## src/hdl/spq_pkg.sv

```systemverilog
package spq_pkg;

  localparam logic OP_INSERT = 1'b0;
  localparam logic OP_POP    = 1'b1;

  typedef enum logic [1:0] {
    ST_INSERTED   = 2'd0,
    ST_POPPED     = 2'd1,
    ST_POP_EMPTY  = 2'd2,
    ST_INSERT_FULL = 2'd3
  } status_t;

  typedef struct packed {
    logic        operation;
    logic [15:0] entry_id;
    logic [23:0] start_time;
    logic [23:0] end_time;
    logic [15:0] fuel;
  } req_t;

  typedef struct packed {
    status_t     status;
    logic [15:0] out_entry_id;
    logic [23:0] out_start_time;
    logic [23:0] out_end_time;
    logic [15:0] out_fuel;
    logic [5:0]  occupancy;
  } res_t;

  typedef struct packed {
    logic [15:0] entry_id;
    logic [23:0] start_time;
    logic [23:0] end_time;
    logic [15:0] fuel;
  } entry_t;

  typedef struct packed {
    logic   ins;
    logic   pop;
    logic   tie;
    entry_t ent;
  } cell_cmd_t;

endpackage

```

## src/hdl/spq_cell.sv

```systemverilog
module spq_cell
  import spq_pkg::*;
(
  input  logic      clk,
  input  cell_cmd_t cmd,
  input  logic      occ,
  input  logic      tail,
  input  logic      found_in,
  input  entry_t    left,
  input  entry_t    right,
  output logic      found_out,
  output entry_t    q
);

  entry_t q_r;
  entry_t q_nxt;
  logic   ahead;
  logic   hit;

  // The new entry lands in the first cell that it goes ahead of, or at the tail.
  always_comb begin
    ahead = (cmd.ent.start_time < q_r.start_time) ||
            (cmd.tie && (cmd.ent.start_time == q_r.start_time) &&
             (cmd.ent.fuel < q_r.fuel));
    hit = cmd.ins && ((occ && ahead) || tail);
    found_out = found_in | hit;
    q_nxt = q_r;
    if (cmd.ins) begin
      if (found_in) begin
        q_nxt = left;
      end else if (hit) begin
        q_nxt = cmd.ent;
      end
    end else if (cmd.pop) begin
      q_nxt = right;
    end
  end

  always_ff @(posedge clk) begin
    q_r <= q_nxt;
  end

  assign q = q_r;

endmodule

```

## config.mk

```make
export PLATFORM = sky130hd
export DESIGN_NAME = spq_cell
export DESIGN_NICKNAME = d
export VERILOG_FILES = /design/src/hdl/spq_pkg.sv /design/src/hdl/spq_cell.sv
export SDC_FILE = /design/constraint.sdc
export NUM_CORES = 1
export LEC_CHECK = 0
export ABC_AREA = 0
export BUFFER_PORTS_ARGS = -buffer_cell sky130_fd_sc_hd__buf_2
export CAP_MARGIN = 0
export CORE_AREA = 8 8 122 124
export CTS_CLUSTER_SIZE = 24
export DETAILED_ROUTE_END_ITERATION = 6
export DIE_AREA = 0 0 130 132
export PLACE_DENSITY = 0.75
export SETUP_SLACK_MARGIN = 0.4
export SYNTH_ARGS = -nofsm -noshare
export SYNTH_HDL_FRONTEND = slang
export SYNTH_SLANG_ARGS = --single-unit
```

## constraint.sdc

```tcl
create_clock -name clk -period 6.5 [get_ports clk]
set_clock_uncertainty 0.1 [all_clocks]
set_input_delay 0.65 -clock clk [delete_from_list [all_inputs] [get_ports clk]]
set_output_delay 0.65 -clock clk [all_outputs]
set_load 0.1 [all_outputs]
```

* After elaboration in Yosys (flattened, before gate mapping) *
Index checks and enable logic that the tools add are counted.

operators by class
  reduce and logical (&&, ||, !) cells = 8
  bitwise operators = 1
  equal/unequal tests = 2
  muxes and demuxes = 4
  $lt $le $gt $ge = 2

operator list
  kind                                                                     number
  80-bit two-way mux                                                       4
  24-bit equality test                                                     1
  24-bit < comparator                                                      1
  16-bit < comparator                                                      1
  1-bit logical AND                                                        4
  3-bit by 1-bit inequality test with 1-bit output, second input constant  1
  1-bit logical OR                                                         2
  2-bit AND reduction                                                      1
  2-bit nonzero test                                                       1
  1-bit OR                                                                 1

word-level totals
  flip-flop bits (word level) = 80
  input port bits = 247

* Logic depth before layout (Yosys ltp) *
Gate-level depths: netlist of the first run.

  depth after elaboration = 10
  gate-level depth with buffers = 8
  gate-level depth less buffers = 8

* Worst setup path after synthesis of the first run *
Ideal clock, no wire load.

  kind = register to register
  from = reg q_r (netlist bit q[2])
  to = reg q_r (netlist bit q[0]), enable pin
  arrival time = 3.906 ns
  slack = 2.053 ns
  required time = 5.959 ns
  stages on the path, launching flop included = 9
  path buffers = 0
  cells stage by stage = edfxtp_1 > inv_1 > ha_1 > a211o_1 > a31oi_1 > o221ai_1 > a221oi_2 > a21oi_2 > nand2_1

between the ends
  cells in the longest elaborated chain, start to end = 8

ends and longest elaborated chain
  element                                                     line            text
  start, declared                                             spq_cell.sv:15  entry_t q_r;
  start signal, assigned                                      spq_cell.sv:40  q_r <= q_nxt;
  16-bit < comparator                                         spq_cell.sv:24  (cmd.ent.fuel < q_r.fuel));
  1-bit logical AND                                           spq_cell.sv:23  (cmd.tie && (cmd.ent.start_time == q_r.start_time) &&
  1-bit logical OR                                            spq_cell.sv:22  ahead = (cmd.ent.start_time < q_r.start_time) ||
  1-bit logical AND                                           spq_cell.sv:25  hit = cmd.ins && ((occ && ahead) || tail);
  1-bit logical OR                                            spq_cell.sv:25
  1-bit logical AND                                           spq_cell.sv:25
  3-bit by 1-bit inequality test with 1-bit output (no line)  n/a
  2-bit AND reduction (no line)                               n/a

No other way between the ends.
A chain may end at the register's enable or synchronous reset.

* Final worst setup path of the first run *
  from = in cmd[82] (netlist bit)
  to = out found_out

between the ends
  cells in the longest elaborated chain, start to end = 2

ends and longest elaborated chain
  element            line            text
  start, declared    spq_cell.sv:5   input cell_cmd_t cmd,
  1-bit logical AND  spq_cell.sv:25
  1-bit OR           spq_cell.sv:26  found_out = found_in | hit;
  end, declared      spq_cell.sv:11  output logic found_out,

No other way between the ends.

==> results of run 1 <==
==> layer usage <==
metal,vias up,GRT usage,share of wire
li1,2408,-,-
met1,2160,0.202,0.37
met2,203,0.337,0.50
met3,25,0.0809,0.11
met4,2,0.0613,0.019
met5,-,0,0.00065
==> worst max-delay path: stages <==
cell,delay (ns)
buf_4,0.61
nand2_1,0.18
nor4_1,0.34
o211ai_1,0.14
a221oi_2,0.26
a21oi_2,0.11
nand2_1,0.09
buf_2,0.44
==> cell usage in the layout, fill, tap and decap left out, drive strengths merged, types with 3 or more instances in the layout <==
cell type and instances:
buf 329, a21oi 94, nor2 82, mux2i 80, edfxtp 80, inv 40, ha 39, clkbuf 9
nand2 9, a21o 7, nand4 5, nor4 5, bufinv 4, nand3 3, o21ai 3
==> area by class of cell <==
cell class	instances	area [um2]	area share
Multi-Input combinational cell	343	2420	0.336
Sequential cell	80	2400	0.333
Timing Repair Buffer	329	1660	0.230
Clock buffer	9	225	0.0312
Tap cell	176	220	0.0305
Inverter	40	150	0.0208
Clock inverter	6	133	0.0184
Antenna cell	1	2.50	0.000347
==> kinds of logic (layout without fill, tap and decap cells) <==
logic type	count (synthesis)	count (layout)	share of synthesized area
AOI/OAI and AO/OA	113	113	0.122
and+or+nand+nor	111	111	0.0988
muxes	80	80	0.158
DFF	80	80	0.473
buffers and inverters	67	384	0.0522
adders and majority gates	39	39	0.0961
other	0	1	0
==> stage by stage <==
step	worst slack (ns)	hold WS (ns)	instances	cell area [um2]
floorplan	2.05	0.776	490	5080
global placement	2.95	0.867	968	6850
detailed placement	2.86	0.874	968	6850
CTS	2.92	0.518	983	7210
global route	2.73	0.524	984	7210
finish	2.92	0.526	984	7210
==> path summary, 6_finish.rpt <==
path | startpoint | to | slack [ns] | cells past startpoint
worst max-delay path | cmd[82] | found_out | 2.92 | 8
worst min-delay path | right[73] | q[73] | 0.53 | 3
worst max register to register | q[62] | q[50] | 3.39 | 8
worst min register to register | q[63] | q[68] | 1.84 | 6
==> power by group <==
| group | internal, mW | switching (mW) | leakage (nW) |
|---|---|---|---|
| combinational | 0.167 | 0.564 | 2.74 |
| sequential | 0.639 | 0.0188 | 0.793 |
| clock | 0.411 | 0.202 | 0.172 |
==> impl_metrics.ini, run 1 <==
[clock_network]
holdBufCountCts = 0
cts_buffer_depth = 2
post_cts_buffers = 0
cts-root-buf = clkbuf_16
htree_levels = 3
clk_pin_slew_ns = 0.06
ctsResizeCount = 0
cts_tree = yes
cts.sinks = 80
cts_buffers = 9
clkLatencyLatePin_ns = 0.34

[floorplanning]
dieArea_um2 = 17200
rows = 42
die_w_um = 130
io_pins = 328
die_y_um = 132
start_util = 0.391
core-area_um2 = 13000

[global_routing]
grt_overflow_total = 0
first_global_vias = 5067
grt_first_pass_wirelength_mm = 25.7
grt_max_degree = 85
grtUsageTotal = 0.192
antenna_found_initial = 2

[synth]
seq_area_frac_synth = 0.473
synth_edf_count = 80
netlist_top_cells_count = a21oi_1, nor2_1, edfxtp_1, mux2i_1, inv_1
async_flop_share = 0
synth_area_leaders = edfxtp_1, mux2i_1, ha_1
synth_nets = 776
synth-seq-cells = 80
synth.avg_cell_area_um2 = 10.4
ys_warn_count = 0
synth.distinct_cells = 32
synth_most_common_cell = a21oi_1
ys.flop_type = edfxtp_1
synth_top_area_frac = 0.473
netlist_instances = 490
yosysTopAreaCell = edfxtp_1
syn_area_um2 = 5080

[layout]
fill_cells = 1247
fin_util = 0.555
fin_nets = 1089
drive_above_1_share = 0.436
areaGrowthSynthToFinish_pct = 41.9
largest_reg_flops = 80

[route]
wl_mm = 16.9
drt_iter0_drc = 162
viasPerCell = 4.88
postRouteAntennaNets = 0
wl_per_cell_um = 17.2
first_pass_iters = 5
drc = 0
vias = 4798

[run]
maxCapViolCount = 0

[critical_path]
cp-start-kind = input pin
worstSetupEndpointType = output pin
crit_required_ns = 5.75
critPathKind = input pin to output pin
cp.arrival_ns = 2.83
cp_max_fo = 84

[sta]
min_period_ns = 3.58
setup_tns_ns = 0
setup_viol = 0
tightest_slew_ns = 1.06
max_freq_mhz = 279
rsz0062_at_grt = no
hold_viol = 0
maxSlewViolCount = 0
fin_crit_sh = 0.551
max_slew_margin = 0.293

[run_status]
status = finished, final reports clean

[pwr]
power.total_mw = 2.00
leakage_nw = 3.71
vdd_drop_max_uv = 124
powerDensity_nw_per_um2 = 278

[place]
portBuffers = 327
gp_congestion = 0.856
dpl.hpwl_mm = 13.8

[worst_hold_path]
hold_class = input pin to flop
(Power assumes the default switching activity.)
==> run 2, diff against run 1 <==
--- a/config.mk
+++ b/config.mk
@@ -8,11 +8,11 @@
 export ABC_AREA = 0
 export BUFFER_PORTS_ARGS = -buffer_cell sky130_fd_sc_hd__buf_2
 export CAP_MARGIN = 0
-export CORE_AREA = 8 8 122 124
+export CORE_AREA = 8 8 124 126
 export CTS_CLUSTER_SIZE = 24
 export DETAILED_ROUTE_END_ITERATION = 6
-export DIE_AREA = 0 0 130 132
-export PLACE_DENSITY = 0.75
+export DIE_AREA = 0 0 132 134
+export PLACE_DENSITY = 0.76
 export SETUP_SLACK_MARGIN = 0.4
 export SYNTH_ARGS = -nofsm -noshare
 export SYNTH_HDL_FRONTEND = slang
==> constraint.sdc (replaced) <==
create_clock -name clk -period 3.2 [get_ports clk]
set_clock_uncertainty 0.1 [all_clocks]
set_input_delay 0.32 -clock clk [delete_from_list [all_inputs] [get_ports clk]]
set_output_delay 0.32 -clock clk [all_outputs]
set_load 0.1 [all_outputs]
==> run 2 against run 1 <==
  * Clock-buffer cell count stayed put
  * Cell count grew 1.4%
  * Largest cell class unchanged
  * Critical endpoint unchanged
  * Die area is 3.1% higher
  * Routed wire length is 1.8% higher
  * Via count up 0.65%
  * Combinational power up 120%
  * Sequential cell count unchanged
  * Register-to-register slack got worse by 2.8 ns
  * Power increased by 96%
  * Critical path type is now flop to output pin
  * Setup slack got worse by 2.5 ns
==> impl_metrics.ini, run 2 (synthesized netlist as in run 1, its figures left out) <==
[sta]
rsz0062_at_grt = yes
hold_viol = 0
min_period_ns = 2.76
fin_worst_hold_slack_ns = 0.203
setup_tns_ns = 0
max_freq_mhz = 362
setup_viol = 0
fin_crit_sh = 0.863
max_slew_margin = 0.439
maxSlewViolCount = 0
tightest_slew_ns = 0.841

[layout]
mostFrequentLayoutCells = buf_2, a21oi_1, nor2_1, mux2i_1, edfxtp_1
diodes = 0
fin_util = 0.554
drive_above_1_share = 0.465
fin_nets = 1099
areaGrowthSynthToFinish_pct = 47.3
largest_reg_flops = 80
final_common_cell = buf_2

[critical_path]
cp.arrival_ns = 2.34
cp_max_fo = 4
worstPathCellList = inv_1 > ha_4 > nand4_4 > buf_4 > nor4_1 > nor4_2 > a21oi_2 > nand2_2 > buf_12
ff2ff_setup_slack_ns = 0.63
path_buf_inv = 3
crit_required_ns = 2.78
crit_path_max_incr_delay_ns = 0.36
critPathKind = flop to output pin
worstSetupEndpointType = output pin
crit_family = simple AND/OR/NAND/NOR gates
slowest_stage = edfxtp_1
cp-start-kind = flop

[clock_network]
cts_buffer_depth = 2
clkLatencyLatePin_ns = 0.33
cts_buffers = 9
cts.sinks = 80
holdBufCountCts = 0
clk_pin_slew_ns = 0.06
cts-root-buf = clkbuf_16
cts_tree = yes
htree_levels = 3

[floorplanning]
rows = 43
die_y_um = 134
die_w_um = 132
io_pins = 328
start_util = 0.376
core-area_um2 = 13500
dieArea_um2 = 17700

[pwr]
vdd_drop_max_uv = 241
powerDensity_nw_per_um2 = 523
leakage_nw = 3.77

[global_routing]
first_global_vias = 5106
antenna_found_initial = 2
grt_first_pass_wirelength_mm = 25.7
grtUsageTotal = 0.183
grt_max_degree = 92
grt_overflow_total = 0

[route]
drc = 0
first_pass_iters = 5
viasPerCell = 4.84
vias = 4829
drt_iter0_drc = 213
wl_mm = 17.2
postRouteAntennaNets = 0
wl_per_cell_um = 17.2

[run]
maxCapViolCount = 0

[worst_hold_path]
hold_class = input pin to flop

[place]
dpl.hpwl_mm = 13.9
gp_congestion = 0.803
portBuffers = 327

[run_status]
status = finished, final reports clean
run 2: changes by cell type in the layout (fill, tap and decap cells not counted), moves of 2 or more:
cell,before,now
buf_12,0,3
buf_4,4,10
bufinv_16,4,1
clkinv_2,1,4
ha_1,39,29
ha_4,0,10
inv_1,40,36
inv_2,0,4
nand4_2,3,0
nand4_4,0,3
nor4_1,3,1
run 2: worst reg2reg max path, cell delays in order, from the launching register on:
cell and delay [ns]:
edfxtp_1 0.36, inv_1 0.07, ha_4 0.28, nand4_4 0.15, nor4_4 0.35, o211ai_1 0.14
a221oi_2 0.23, a21oi_2 0.10, buf_12 0.15, nand2_8 0.06, clkbuf_16 0.27
run 2: timing repair:
| item | 4_1_cts | 5_1_grt |
|---|---|---|
| resized for setup | 10 | 11 |
| gates cloned | 0 | 1 |
| hold endpoints to repair | 0 | 0 |
| pin swaps | 6 | 6 |
| buffers inserted | 4 | 2 |
| endpoints found under the setup margin | 81 | 81 |
run 2: through the flow:
stage                     instance area [um2]  total power [mW]  setup WS, ns  std cells
final                                    7480              3.92         0.440        998
after global routing                     7480              4.08         0.311        998
after CTS                                7340              3.91         0.382        995
after detailed placement                 6930              2.87         0.326        975
after global placement                   6930              2.85         0.354        975
after floorplan                          5100              2.49         0.149        490
run 2: layer usage:
| layer | vias to the layer above | share of wire | track usage |
|---|---|---|---|
| li1 | 2424 | - | - |
| met1 | 2175 | 0.39 | 0.196 |
| met2 | 200 | 0.50 | 0.325 |
| met3 | 26 | 0.083 | 0.0733 |
| met4 | 4 | 0.017 | 0.0562 |
| met5 | - | 0.0018 | 0 |
run 2: area by class of cell:
| cell class | count | area [um2] |
|---|---|---|
| multi-input combinational | 343 | 2610 |
| fill | 1252 | 6020 |
| inverter | 40 | 150 |
| tap | 180 | 225 |
| timing repair buffer | 339 | 1810 |
| clock buffer | 9 | 225 |
| sequential | 80 | 2400 |
| clock inverter | 7 | 62.6 |
run 2: path summary, 6_finish.rpt:
kind         startpoint   endpoint  depth (start not counted)
max               q[63]  found_out                          9
min            right[2]       q[2]                          3
max reg2reg       q[63]      q[63]                         10
min reg2reg       q[11]      q[16]                          8
run 2: power by group:
group	leakage, nW	internal (mW)	total (mW)	switching, mW
Sequential	0.793	1.29	1.33	0.0384
Combinational	2.83	0.394	1.58	1.18
Clock	0.146	0.597	1.01	0.408
Total	3.77	2.29	3.92	1.63
==> run 3, diff against run 2 <==
--- a/config.mk
+++ b/config.mk
@@ -12,7 +12,7 @@
 export CTS_CLUSTER_SIZE = 24
 export DETAILED_ROUTE_END_ITERATION = 6
 export DIE_AREA = 0 0 132 134
-export PLACE_DENSITY = 0.76
+export PLACE_DENSITY_LB_ADDON = 0.05
 export SETUP_SLACK_MARGIN = 0.4
 export SYNTH_ARGS = -nofsm -noshare
 export SYNTH_HDL_FRONTEND = slang
==> run 3 against run 2 <==
  * Clock power is 8% higher
  * Sequential share of layout area grew 0.64 points
  * Via count shrank 0.75%
  * Die area stayed put
  * Critical path type unchanged
  * Cell count down 0.10%
  * Setup slack lost 0.042 ns
  * Clock-buffer cell count stayed put
  * Power increased by 0.77%
  * Combinational power decreased by 3%
  * Critical path depth is the same
  * Hold slack got worse by 0.0017 ns
  * Utilization shrank 1.1 points
==> impl_metrics.ini, run 3 (synthesized netlist as in run 1, its figures left out) <==
[global_routing]
antenna_found_initial = 4
grt_max_degree = 89
grt_first_pass_wirelength_mm = 26.7
grt_use_met3 = 0.0778
first_global_vias = 5139
met2_usage = 0.341
grt_use_met1 = 0.197
grtUsageTotal = 0.191
grt_overflow_total = 0
top_usage_layer = met2

[pwr]
switching_share = 0.409
internal-power_mw = 2.33
combPwrFrac = 0.387
power.total_mw = 3.95
power_frac_clock = 0.275
powerDensity_nw_per_um2 = 538
vdd_drop_max_uv = 230
p_seq_frac = 0.338
leakage_nw = 3.74
switchingPower_mw = 1.61

[floorplanning]
rows = 43
die_y_um = 134
start_util = 0.376
dieArea_um2 = 17700
die_w_um = 132
io_pins = 328
core-area_um2 = 13500

[place]
dpl.hpwl_mm = 14.2
dp.cells = 976
postPlaceCellArea_um2 = 6920
gp_congestion = 0.821
place_ws_ns = 0.248
portBuffers = 327

[layout]
final_common_cell = buf_2
largest_reg_flops = 80
drive_above_1_share = 0.448
layout.cells.non_filler = 997
fin_nets = 1095
fin_area_um2 = 7340
areaGrowthSynthToFinish_pct = 44.5
mostFrequentLayoutCells = buf_2, a21oi_1, nor2_1, mux2i_1, edfxtp_1

[route]
vias = 4793
viasPerCell = 4.81
drt_iter0_drc = 140
postRouteAntennaNets = 0
wl_mm = 17.3
wl_per_cell_um = 17.4
drc = 0
first_pass_iters = 4

[critical_path]
slowest_stage = edfxtp_1
cp.arrival_ns = 2.38
worstPathCellList = inv_1 > ha_1 > nand4_1 > nor4_4 > o211ai_1 > a221oi_2 > a21oi_2 > nand2_2 > buf_12
ff2ff_setup_slack_ns = 0.59
critPathKind = flop to output pin
reg2reg_depth = 9
cp-start-kind = flop
crit_path_max_incr_delay_ns = 0.36
worstSetupEndpointType = output pin
cp_max_fo = 2
crit_required_ns = 2.78

[clock_network]
cts_buffers = 9
cts.sinks = 80
cts_tree = yes
cts_buffer_depth = 2
cts-root-buf = clkbuf_16
holdBufCountCts = 0
htree_levels = 3
clkLatencyLatePin_ns = 0.33
clk_pin_slew_ns = 0.06

[sta]
worst_slack_ns = 0.398
max_slew_margin = 0.475
tightest_slew_ns = 0.788
maxSlewViolCount = 0
rsz0062_at_grt = yes
hold_viol = 0
max_freq_mhz = 357
setup_tns_ns = 0
min_period_ns = 2.80
setup_viol = 0
fin_crit_sh = 0.876

[worst_hold_path]
hold_class = input pin to flop
min_path_cells = 3

[run]
maxCapViolCount = 0

[run_status]
status = finished, final reports clean
run 3: cell types whose count changed in the layout (fill, tap and decap cells not counted), moves of 2 or more:
cell and delta:
inv_1 +4, buf_4 -2, diode_2 +3, ha_4 -7
ha_1 +7, buf_12 -2, inv_2 -4
run 3: power groups by stage:
stage / Combinational (mW) / Sequential (mW) / Clock, mW
after floorplan: 0.351 / 2.14 / 0
after global placement: 1.50 / 1.35 / 0
after detailed placement: 1.51 / 1.36 / 0
after CTS: 1.52 / 1.33 / 1.12
after global routing: 1.62 / 1.35 / 1.15
final: 1.53 / 1.33 / 1.09
run 3: layout make-up:
cell class	instances	area (um2)
clock buffer	9	225
clock inverter	7	86.3
tap	180	225
antenna	3	7.51
sequential	80	2400
fill	1269	6170
timing repair buffer	335	1730
multi-input combinational	343	2510
inverter	40	150
run 3: repair_timing:
| action | in CTS | in global routing |
|---|---|---|
| gates cloned | 0 | 0 |
| endpoints found under the hold margin | 0 | 0 |
| setup endpoints to repair | 48 | 81 |
| buffers inserted | 0 | 2 |
| resized for setup | 4 | 8 |
| pin swaps | 1 | 5 |
run 3: final timing paths:
kind                                   to       from
worst max-delay path            found_out      q[48]
worst min-delay path                q[67]  right[67]
worst max register to register      q[54]      q[48]
worst min register to register      q[37]      q[63]
run 3: per-stage QoR:
stage                     utilization  hold slack, ns
final                           0.543           0.202
after global routing            0.543           0.207
after CTS                       0.537           0.180
after detailed placement        0.512           0.544
after global placement          0.512           0.541
after floorplan                     -           0.446
run 3: worst max-delay path: cells and delay by family (launching register included):
kind,cells,cell delay [ns]
buf+inv,2,0.24
simple gates,3,0.66
compound gates,3,0.49
flops,1,0.36
fa+ha+maj,1,0.28
run 3: routing by layer:
| metal | vias to the layer above | wire length [um] |
|---|---|---|
| li1 | 2424 | - |
| met1 | 2142 | 6620 |
| met2 | 203 | 8790 |
| met3 | 22 | 1580 |
| met4 | 2 | 317 |
| met5 | - | 8 |
